[src/hdl/scds_pkg.sv]
package scds_pkg;

    localparam int unsigned DATA_W   = 32;
    localparam int unsigned FIELD_W  = 8;
    localparam int unsigned STEP_W   = 4;
    localparam int unsigned DIVCNT_W = 5;

    localparam logic [DATA_W-1:0]  RESET_CLOCK_HZ = 32'd25000000;
    localparam logic [FIELD_W-1:0] PRESCALE_MIN   = 8'd2;
    localparam logic [FIELD_W-1:0] PRESCALE_MAX   = 8'd254;
    localparam logic [FIELD_W-1:0] PRESCALE_STEP  = 8'd2;
    localparam logic [FIELD_W-1:0] RATE_FIELD_MAX = 8'd255;
    localparam logic [DIVCNT_W-1:0] DIV_LAST_CNT  = 5'd31;

    localparam logic [1:0] OUTCOME_CLAMP = 2'd0;
    localparam logic [1:0] OUTCOME_FIT   = 2'd1;
    localparam logic [1:0] OUTCOME_SLOW  = 2'd2;

    // datapath operations
    localparam logic [3:0] OP_NOP       = 4'd0;
    localparam logic [3:0] OP_LOAD_TGT  = 4'd1;
    localparam logic [3:0] OP_P_INIT    = 4'd2;
    localparam logic [3:0] OP_D1_LOAD   = 4'd3;
    localparam logic [3:0] OP_D2_LOAD   = 4'd4;
    localparam logic [3:0] OP_DIV_STEP  = 4'd5;
    localparam logic [3:0] OP_P_INC     = 4'd6;
    localparam logic [3:0] OP_OUT_FIT   = 4'd7;
    localparam logic [3:0] OP_OUT_CLAMP = 4'd8;
    localparam logic [3:0] OP_OUT_SLOW  = 4'd9;

    // jump conditions
    localparam logic [2:0] CC_NEVER    = 3'd0;
    localparam logic [2:0] CC_ALWAYS   = 3'd1;
    localparam logic [2:0] CC_IN_REQ   = 3'd2;
    localparam logic [2:0] CC_CLAMP    = 3'd3;
    localparam logic [2:0] CC_DIV_LAST = 3'd4;
    localparam logic [2:0] CC_FIT      = 3'd5;
    localparam logic [2:0] CC_LAST_P   = 3'd6;
    localparam logic [2:0] CC_OUT_FREE = 3'd7;

    // program steps
    localparam logic [STEP_W-1:0] STEP_IDLE      = 4'd0;
    localparam logic [STEP_W-1:0] STEP_CHECK     = 4'd1;
    localparam logic [STEP_W-1:0] STEP_D1_START  = 4'd2;
    localparam logic [STEP_W-1:0] STEP_D1_RUN    = 4'd3;
    localparam logic [STEP_W-1:0] STEP_D2_START  = 4'd4;
    localparam logic [STEP_W-1:0] STEP_D2_RUN    = 4'd5;
    localparam logic [STEP_W-1:0] STEP_TEST_FIT  = 4'd6;
    localparam logic [STEP_W-1:0] STEP_TEST_LAST = 4'd7;
    localparam logic [STEP_W-1:0] STEP_ADVANCE   = 4'd8;
    localparam logic [STEP_W-1:0] STEP_OUT_FIT   = 4'd9;
    localparam logic [STEP_W-1:0] STEP_OUT_CLAMP = 4'd10;
    localparam logic [STEP_W-1:0] STEP_OUT_SLOW  = 4'd11;

    typedef struct packed {
        logic [3:0]        op;
        logic [2:0]        cond;
        logic [STEP_W-1:0] target;
        logic              hold;   // stay on this step when cond is false
    } ctrl_word_t;

    function automatic ctrl_word_t ctrl_rom(input logic [STEP_W-1:0] step);
        ctrl_word_t w;
        case (step)
            STEP_IDLE:      w = '{OP_LOAD_TGT,  CC_IN_REQ,   STEP_CHECK,     1'b1};
            STEP_CHECK:     w = '{OP_P_INIT,    CC_CLAMP,    STEP_OUT_CLAMP, 1'b0};
            STEP_D1_START:  w = '{OP_D1_LOAD,   CC_NEVER,    STEP_IDLE,      1'b0};
            STEP_D1_RUN:    w = '{OP_DIV_STEP,  CC_DIV_LAST, STEP_D2_START,  1'b1};
            STEP_D2_START:  w = '{OP_D2_LOAD,   CC_NEVER,    STEP_IDLE,      1'b0};
            STEP_D2_RUN:    w = '{OP_DIV_STEP,  CC_DIV_LAST, STEP_TEST_FIT,  1'b1};
            STEP_TEST_FIT:  w = '{OP_NOP,       CC_FIT,      STEP_OUT_FIT,   1'b0};
            STEP_TEST_LAST: w = '{OP_NOP,       CC_LAST_P,   STEP_OUT_SLOW,  1'b0};
            STEP_ADVANCE:   w = '{OP_P_INC,     CC_ALWAYS,   STEP_D1_START,  1'b0};
            STEP_OUT_FIT:   w = '{OP_OUT_FIT,   CC_OUT_FREE, STEP_IDLE,      1'b1};
            STEP_OUT_CLAMP: w = '{OP_OUT_CLAMP, CC_OUT_FREE, STEP_IDLE,      1'b1};
            STEP_OUT_SLOW:  w = '{OP_OUT_SLOW,  CC_OUT_FREE, STEP_IDLE,      1'b1};
            default:        w = '{OP_NOP,       CC_ALWAYS,   STEP_IDLE,      1'b0};
        endcase
        return w;
    endfunction

endpackage

[src/hdl/spi_clock_divider_search_unit.sv]
// A clamp result passes from idle through the check step and then the clamp output step.
// A search tries each even prescale from 2 upward and falls back to the slowest setting after 254.
// Throughput: a new request is taken once the program is back at idle, even while the
// last result still waits. Each trial runs two 32-step restoring divisions on one divider.
// Reset (rst_n, asynchronous, active low) returns the program to idle, drops
// any pending result and sets clock_hz to 25000000.
module spi_clock_divider_search_unit (
    input  logic                          clk,
    input  logic                          rst_n,
    input  logic                          cfg_write_en,
    input  logic [scds_pkg::DATA_W-1:0]   cfg_write_data,
    input  logic                          in_valid,
    output logic                          in_stall,
    input  logic [scds_pkg::DATA_W-1:0]   target_hz,
    output logic                          out_valid,
    input  logic                          out_stall,
    output logic [scds_pkg::FIELD_W-1:0]  prescale,
    output logic [scds_pkg::FIELD_W-1:0]  rate_field,
    output logic [scds_pkg::DATA_W-1:0]   reported_hz,
    output logic [1:0]                    outcome
);
    import scds_pkg::*;

    logic [STEP_W-1:0]   step_reg, step_next;
    logic [DATA_W-1:0]   clock_reg, clock_next;
    logic                out_valid_reg, out_valid_next;

    logic [DATA_W-1:0]   target_reg, target_next;
    logic [FIELD_W-1:0]  p_reg, p_next;
    logic [DATA_W-1:0]   scaled_reg, scaled_next;
    logic [DATA_W-1:0]   div_rem_reg, div_rem_next;
    logic [DATA_W-1:0]   div_quo_reg, div_quo_next;
    logic [DATA_W-1:0]   div_den_reg, div_den_next;
    logic [DIVCNT_W-1:0] div_cnt_reg, div_cnt_next;

    logic [FIELD_W-1:0]  prescale_reg, prescale_next;
    logic [FIELD_W-1:0]  rate_field_reg, rate_field_next;
    logic [DATA_W-1:0]   reported_reg, reported_next;
    logic [1:0]          outcome_reg, outcome_next;

    ctrl_word_t          cw;
    logic                cond_true;
    logic                in_accept;
    logic                out_free;
    logic                is_clamp;
    logic                is_fit;
    logic [DATA_W:0]     div_shift;
    logic [DATA_W:0]     div_diff;
    logic                div_ge;

    assign cw        = ctrl_rom(step_reg);
    assign in_stall  = (step_reg != STEP_IDLE);
    assign in_accept = in_valid && !in_stall;
    assign out_free  = !out_valid_reg || !out_stall;
    assign is_clamp  = (target_reg >= (clock_reg >> 1));
    assign is_fit    = (div_quo_reg[DATA_W-1:FIELD_W] == '0);

    // restoring divider: one quotient bit per step
    assign div_shift = {div_rem_reg, div_quo_reg[DATA_W-1]};
    assign div_diff  = div_shift - {1'b0, div_den_reg};
    assign div_ge    = (div_shift >= {1'b0, div_den_reg});

    always_comb
    begin
        case (cw.cond)
            CC_NEVER:    cond_true = 1'b0;
            CC_ALWAYS:   cond_true = 1'b1;
            CC_IN_REQ:   cond_true = in_valid;
            CC_CLAMP:    cond_true = is_clamp;
            CC_DIV_LAST: cond_true = (div_cnt_reg == DIV_LAST_CNT);
            CC_FIT:      cond_true = is_fit;
            CC_LAST_P:   cond_true = (p_reg == PRESCALE_MAX);
            CC_OUT_FREE: cond_true = out_free;
            default:     cond_true = 1'b0;
        endcase

        if (cond_true)
            step_next = cw.target;
        else if (cw.hold)
            step_next = step_reg;
        else
            step_next = step_reg + 1'b1;
    end

    always_comb
    begin
        clock_next      = cfg_write_en ? cfg_write_data : clock_reg;
        out_valid_next  = out_valid_reg && out_stall;
        target_next     = target_reg;
        p_next          = p_reg;
        scaled_next     = scaled_reg;
        div_rem_next    = div_rem_reg;
        div_quo_next    = div_quo_reg;
        div_den_next    = div_den_reg;
        div_cnt_next    = div_cnt_reg;
        prescale_next   = prescale_reg;
        rate_field_next = rate_field_reg;
        reported_next   = reported_reg;
        outcome_next    = outcome_reg;

        case (cw.op)
            OP_LOAD_TGT:
            begin
                if (in_accept)
                    target_next = target_hz;
            end
            OP_P_INIT:
                p_next = PRESCALE_MIN;
            OP_D1_LOAD:
            begin
                div_quo_next = clock_reg;
                div_den_next = {{(DATA_W-FIELD_W){1'b0}}, p_reg};
                div_rem_next = '0;
                div_cnt_next = '0;
            end
            OP_D2_LOAD:
            begin
                // quotient register already holds clock / prescale
                scaled_next  = div_quo_reg;
                div_den_next = target_reg;
                div_rem_next = '0;
                div_cnt_next = '0;
            end
            OP_DIV_STEP:
            begin
                div_rem_next = div_ge ? div_diff[DATA_W-1:0] : div_shift[DATA_W-1:0];
                div_quo_next = {div_quo_reg[DATA_W-2:0], div_ge};
                div_cnt_next = div_cnt_reg + 1'b1;
            end
            OP_P_INC:
                p_next = p_reg + PRESCALE_STEP;
            OP_OUT_FIT:
            begin
                if (out_free)
                begin
                    out_valid_next  = 1'b1;
                    prescale_next   = p_reg;
                    rate_field_next = div_quo_reg[FIELD_W-1:0] - 1'b1;
                    reported_next   = target_reg;
                    outcome_next    = OUTCOME_FIT;
                end
            end
            OP_OUT_CLAMP:
            begin
                if (out_free)
                begin
                    out_valid_next  = 1'b1;
                    prescale_next   = PRESCALE_MIN;
                    rate_field_next = '0;
                    reported_next   = clock_reg >> 1;
                    outcome_next    = OUTCOME_CLAMP;
                end
            end
            OP_OUT_SLOW:
            begin
                if (out_free)
                begin
                    out_valid_next  = 1'b1;
                    prescale_next   = PRESCALE_MAX;
                    rate_field_next = RATE_FIELD_MAX;
                    // last trial left clock / 254 in the scaled register
                    reported_next   = scaled_reg >> FIELD_W;
                    outcome_next    = OUTCOME_SLOW;
                end
            end
            default:
            begin
            end
        endcase
    end

    always_ff @(posedge clk or negedge rst_n)
    begin
        if (!rst_n)
        begin
            step_reg      <= STEP_IDLE;
            clock_reg     <= RESET_CLOCK_HZ;
            out_valid_reg <= 1'b0;
        end
        else
        begin
            step_reg      <= step_next;
            clock_reg     <= clock_next;
            out_valid_reg <= out_valid_next;
        end
    end

    always_ff @(posedge clk)
    begin
        target_reg     <= target_next;
        p_reg          <= p_next;
        scaled_reg     <= scaled_next;
        div_rem_reg    <= div_rem_next;
        div_quo_reg    <= div_quo_next;
        div_den_reg    <= div_den_next;
        div_cnt_reg    <= div_cnt_next;
        prescale_reg   <= prescale_next;
        rate_field_reg <= rate_field_next;
        reported_reg   <= reported_next;
        outcome_reg    <= outcome_next;
    end

    assign out_valid   = out_valid_reg;
    assign prescale    = prescale_reg;
    assign rate_field  = rate_field_reg;
    assign reported_hz = reported_reg;
    assign outcome     = outcome_reg;

    a_accept_to_check: assert property (@(posedge clk) disable iff (!rst_n)
        in_accept |=> (step_reg == STEP_CHECK))
        else $error("request accepted but program did not advance to check");

    a_prescale_legal: assert property (@(posedge clk) disable iff (!rst_n)
        (step_reg == STEP_D1_START) |->
            (p_reg[0] == 1'b0) && (p_reg >= PRESCALE_MIN) && (p_reg <= PRESCALE_MAX))
        else $error("trial prescale out of range or odd");

    a_result_from_out_step: assert property (@(posedge clk) disable iff (!rst_n)
        $rose(out_valid_reg) |->
            ($past(step_reg) == STEP_OUT_FIT) || ($past(step_reg) == STEP_OUT_CLAMP)
            || ($past(step_reg) == STEP_OUT_SLOW))
        else $error("result raised outside an output step");

    a_fit_even_prescale: assert property (@(posedge clk) disable iff (!rst_n)
        (out_valid_reg && (outcome_reg == OUTCOME_FIT)) |->
            (prescale_reg[0] == 1'b0) && (prescale_reg != '0))
        else $error("fitting result with illegal prescale");

endmodule

[config.mk]
export PLATFORM = sky130hd
export DESIGN_NAME = spi_clock_divider_search_unit
export DESIGN_NICKNAME = d
export VERILOG_FILES = /design/src/hdl/scds_pkg.sv /design/src/hdl/spi_clock_divider_search_unit.sv
export SDC_FILE = /design/constraint.sdc
export NUM_CORES = 1
export LEC_CHECK = 0
export ABC_CLOCK_PERIOD_IN_PS = 5800
export BUFFER_PORTS_ARGS = -buffer_cell sky130_fd_sc_hd__buf_2
export CAP_MARGIN = 0
export CORE_MARGIN = 1.5
export CORE_UTILIZATION = 60
export DETAILED_ROUTE_END_ITERATION = 10
export PLACE_DENSITY_LB_ADDON = 0.25
export SYNTH_ARGS = -nofsm -noshare
export SYNTH_HDL_FRONTEND = slang
export SYNTH_SLANG_ARGS = --single-unit
[constraint.sdc]
create_clock -name clk -period 5.8 [get_ports clk]
set_clock_uncertainty 0.05 [all_clocks]
set_input_delay 1.16 -clock clk [delete_from_list [all_inputs] [get_ports clk]]
set_output_delay 1.16 -clock clk [all_outputs]
set_load 0.05 [all_outputs]
==> metrics.md <==
| Metric | Value |
|---|---|
| Status | `finished clean` |
| Core region area | `0.0209 mm²` |
| Crit end category | `flip-flop` |
| Routability cong. | `0.859` |
| Reg clk slew, reported paths | `0.06 ns` |
| Post-Synth Adder-Cell Area | `7.24%` |
| Critical Path AT | `4.35 ns` |
| Clock Sink Count | `250` |
| Top FF cell, synth | `edfxtp_1` |
| CP max FO | `24` |
| HPWL after DPL | `20300 µm` |
| Number of synthesized flops with an enable pin | `213` |
| Max rail drop VDD | `0.243 mV` |
| FF+latch area | `0.00734 mm²` |
| Max cap viols | `0` |
| Crit Path Category | `flip-flop to flip-flop` |
| Grt met1 use | `37.4%` |
| Die H | `149 µm` |
| Final number of setup-violating endpoints | `0` |
| Initial antenna violation count | `0` |
| Gr usage total | `27.4%` |
| Post-CTS Repair Setup Buffers | `0` |
| GRT busiest layer | `met2` |
| WL/cell | `19.3 µm` |
| Grt met2 use | `45.6%` |
| Pleak | `0.00610 µW` |
| Vias per Instance | `5.81` |
| Xor and xnor area share after synthesis | `3.03%` |
| HP Class | `flip-flop to flip-flop` |
| Synth unique cells | `60` |
| Total number of vias | `8886` |
| Yosys warnings | `0` |
| First-pass GRT wire length | `46600 µm` |
| Area of the multi-input gates | `0.00495 mm²` |
| Cell Area, Synth | `0.0127 mm²` |
| Grt met3 use | `4.29%` |
| Post-CTS Resized | `0` |
| Total wire length | `29600 µm` |
| CTS tree | `built` |
| Yosys reg bits | `250` |
| Worst slew pin tran | `0.975 ns` |
| Data required, critical path | `6.02 ns` |
| Drt drc | `0` |
| Post-DP Area | `0.0136 mm²` |
| Post-Route Utilization | `69.5%` |
| ANT cells | `0` |
| CTS Root Cell | `clkbuf_16` |
| Initial detailed-routing violation count | `848` |
| Area added between synthesis and finish | `14.1%` |
| Synth Area in Compound Gates | `11.4%` |
| H-tree Lvls | `1` |
| Filler cells | `1502` |
| Syn Nets | `1267` |
| Synth async-reset ratio | `14.8%` |
| Die area | `0.0221 mm²` |
| Initial core utilization | `60.9%` |
| Pins Over Slew Limit | `0` |
| Nets@finish | `1377` |
| Number of buffers created by CTS | `27` |
| Drt first pass iters | `5` |
| Final period util | `71.2%` |
| Setup TNS | `0 ns` |
| Hold Buf Count CTS | `0` |
| RSZ-0062 raised after global routing | `false` |
| Synth Area in Simple Gates | `12.2%` |
| Finished Cell Area | `0.0145 mm²` |
| Max Freq | `242 MHz` |
| Layout cell share with drive strength beyond 1 | `17.4%` |
| Mux share of post-synthesis cell area | `4.57%` |
| Pwr dens | `266 mW/mm²` |
| Slew HR | `35.0%` |
| Clock Latency Late Sink | `0.53 ns` |
| Total congestion overflow | `0` |
| Seq/Total Area, Yosys | `57.7%` |
| I/O pin cnt | `121` |
| Min cycle time layout | `4.13 ns` |
| Largest family of logic cells by synthesized area | `simple AND/OR/NAND/NOR gates` |
| CP Launch Type | `flip-flop` |
| Die W | `149 µm` |
| Count of mapped cells out of synthesis | `1125` |
| Vias in the first global route | `8791` |
| CTS max path bufs | `3` |
| Avg Cell Area, Syn | `11.3 µm²` |
| FP Rows | `53` |
| Pin count of the biggest net entering global routing | `70` |
| IO Port Bufs | `119` |
| Final hold vios | `0` |
| Final ANT Viol Nets | `0` |
==> power by group <==
group / switching, µW / internal [µW] / leakage, µW
Sequential: 10.1 / 1950 / 0.00248
Clock: 700 / 1090 / 0.000454
Combinational: 67.8 / 43.5 / 0.00316
==> final timing paths <==
kind	startpoint	endpoint	slack [ns]	depth (start not counted)
worst max-delay path	div_quo_reg[31]	div_rem_reg[5]	1.67	13
worst min-delay path	div_quo_reg[15]	scaled_reg[15]	0.44	0
worst max register to register	div_quo_reg[31]	div_rem_reg[5]	1.67	13
worst min register to register	div_quo_reg[15]	scaled_reg[15]	0.44	0
max in group asynchronous	rst_n	clock_reg[8]	4.38	1
min in group asynchronous	rst_n	step_reg[0]	0.71	1
==> critical path, cell delays in order (launching register included) <==
cell and delay (ns):
edfxtp_1 0.47, inv_1 0.07, ha_1 0.22, nor2b_1 0.15, o2111ai_1 0.17, a21boi_1 0.37
o311ai_1 0.18, a31oi_1 0.29, o22ai_2 0.17, o21a_1 0.24, o21ai_4 0.70, buf_4 0.42
mux2i_1 0.26, nor2_1 0.06
==> cells in the mapped netlist (9+ instances only) <==
cell,count,share of area [%]
o21ai_0,114,4.5
inv_1,80,2.4
nor2_1,73,2.2
mux2_2,9,0.80
nor2b_1,11,0.54
mux2i_1,48,3.8
nor3_1,10,0.39
a21oi_1,47,1.8
dfstp_2,12,2.5
ha_1,72,7.1
edfxtp_1,213,50
nand3_1,12,0.47
dfrtp_1,25,4.9
a21o_1,11,0.65
xnor2_1,27,1.9
xor2_1,17,1.2
clkbuf_1,40,1.2
nand2_1,143,4.2
and2_1,33,1.6
==> cells in the final DEF, fill, tap and decap left out, drive strengths merged, types with 29 or more instances in the layout <==
master and count:
mux2i 48, inv 80, a21oi 47, o21ai 115, and2 33, edfxtp 213
nor2 73, buf 128, clkbuf 29, ha 72, nand2 143
==> cell type report <==
type | instances | share of cell area (%)
clock buffers | 29 | 4.77
multi-input cells | 748 | 34.1
inverters | 80 | 2.07
repair buffers | 128 | 4.57
clock inverters | 20 | 1.60
flip-flops and latches | 250 | 50.5
well taps | 275 | 2.37
==> stage by stage <==
step                      hold slack, ns  setup WS [ns]  instances  power [µW]
final                              0.440           1.67       1530        3860
after global routing               0.459           1.43       1530        3970
after CTS                          0.443           1.73       1530        3880
after detailed placement           0.422           1.78       1481        2110
after global placement             0.419           1.88       1481        2110
after floorplan                    0.400          0.729       1125        2060
==> cells by family after synthesis <==
kind of cell | Yosys count
xor+xnor | 44
flops | 250
compound gates | 239
fa+ha+maj | 73
buf+inv | 127
mux | 57
other cells | 1
simple gates | 334
==> per-layer routing <==
metal / vias to the layer above / routed length [µm] / share of wire, %
met1: 4259 / 12400 / 42
met3: 59 / 2030 / 6.9
met5: - / 0 / 0
met4: 0 / 790 / 2.7
met2: 321 / 14300 / 48
li1: 4247 / - / -
Note: power is estimated with default switching activity, not from simulation.
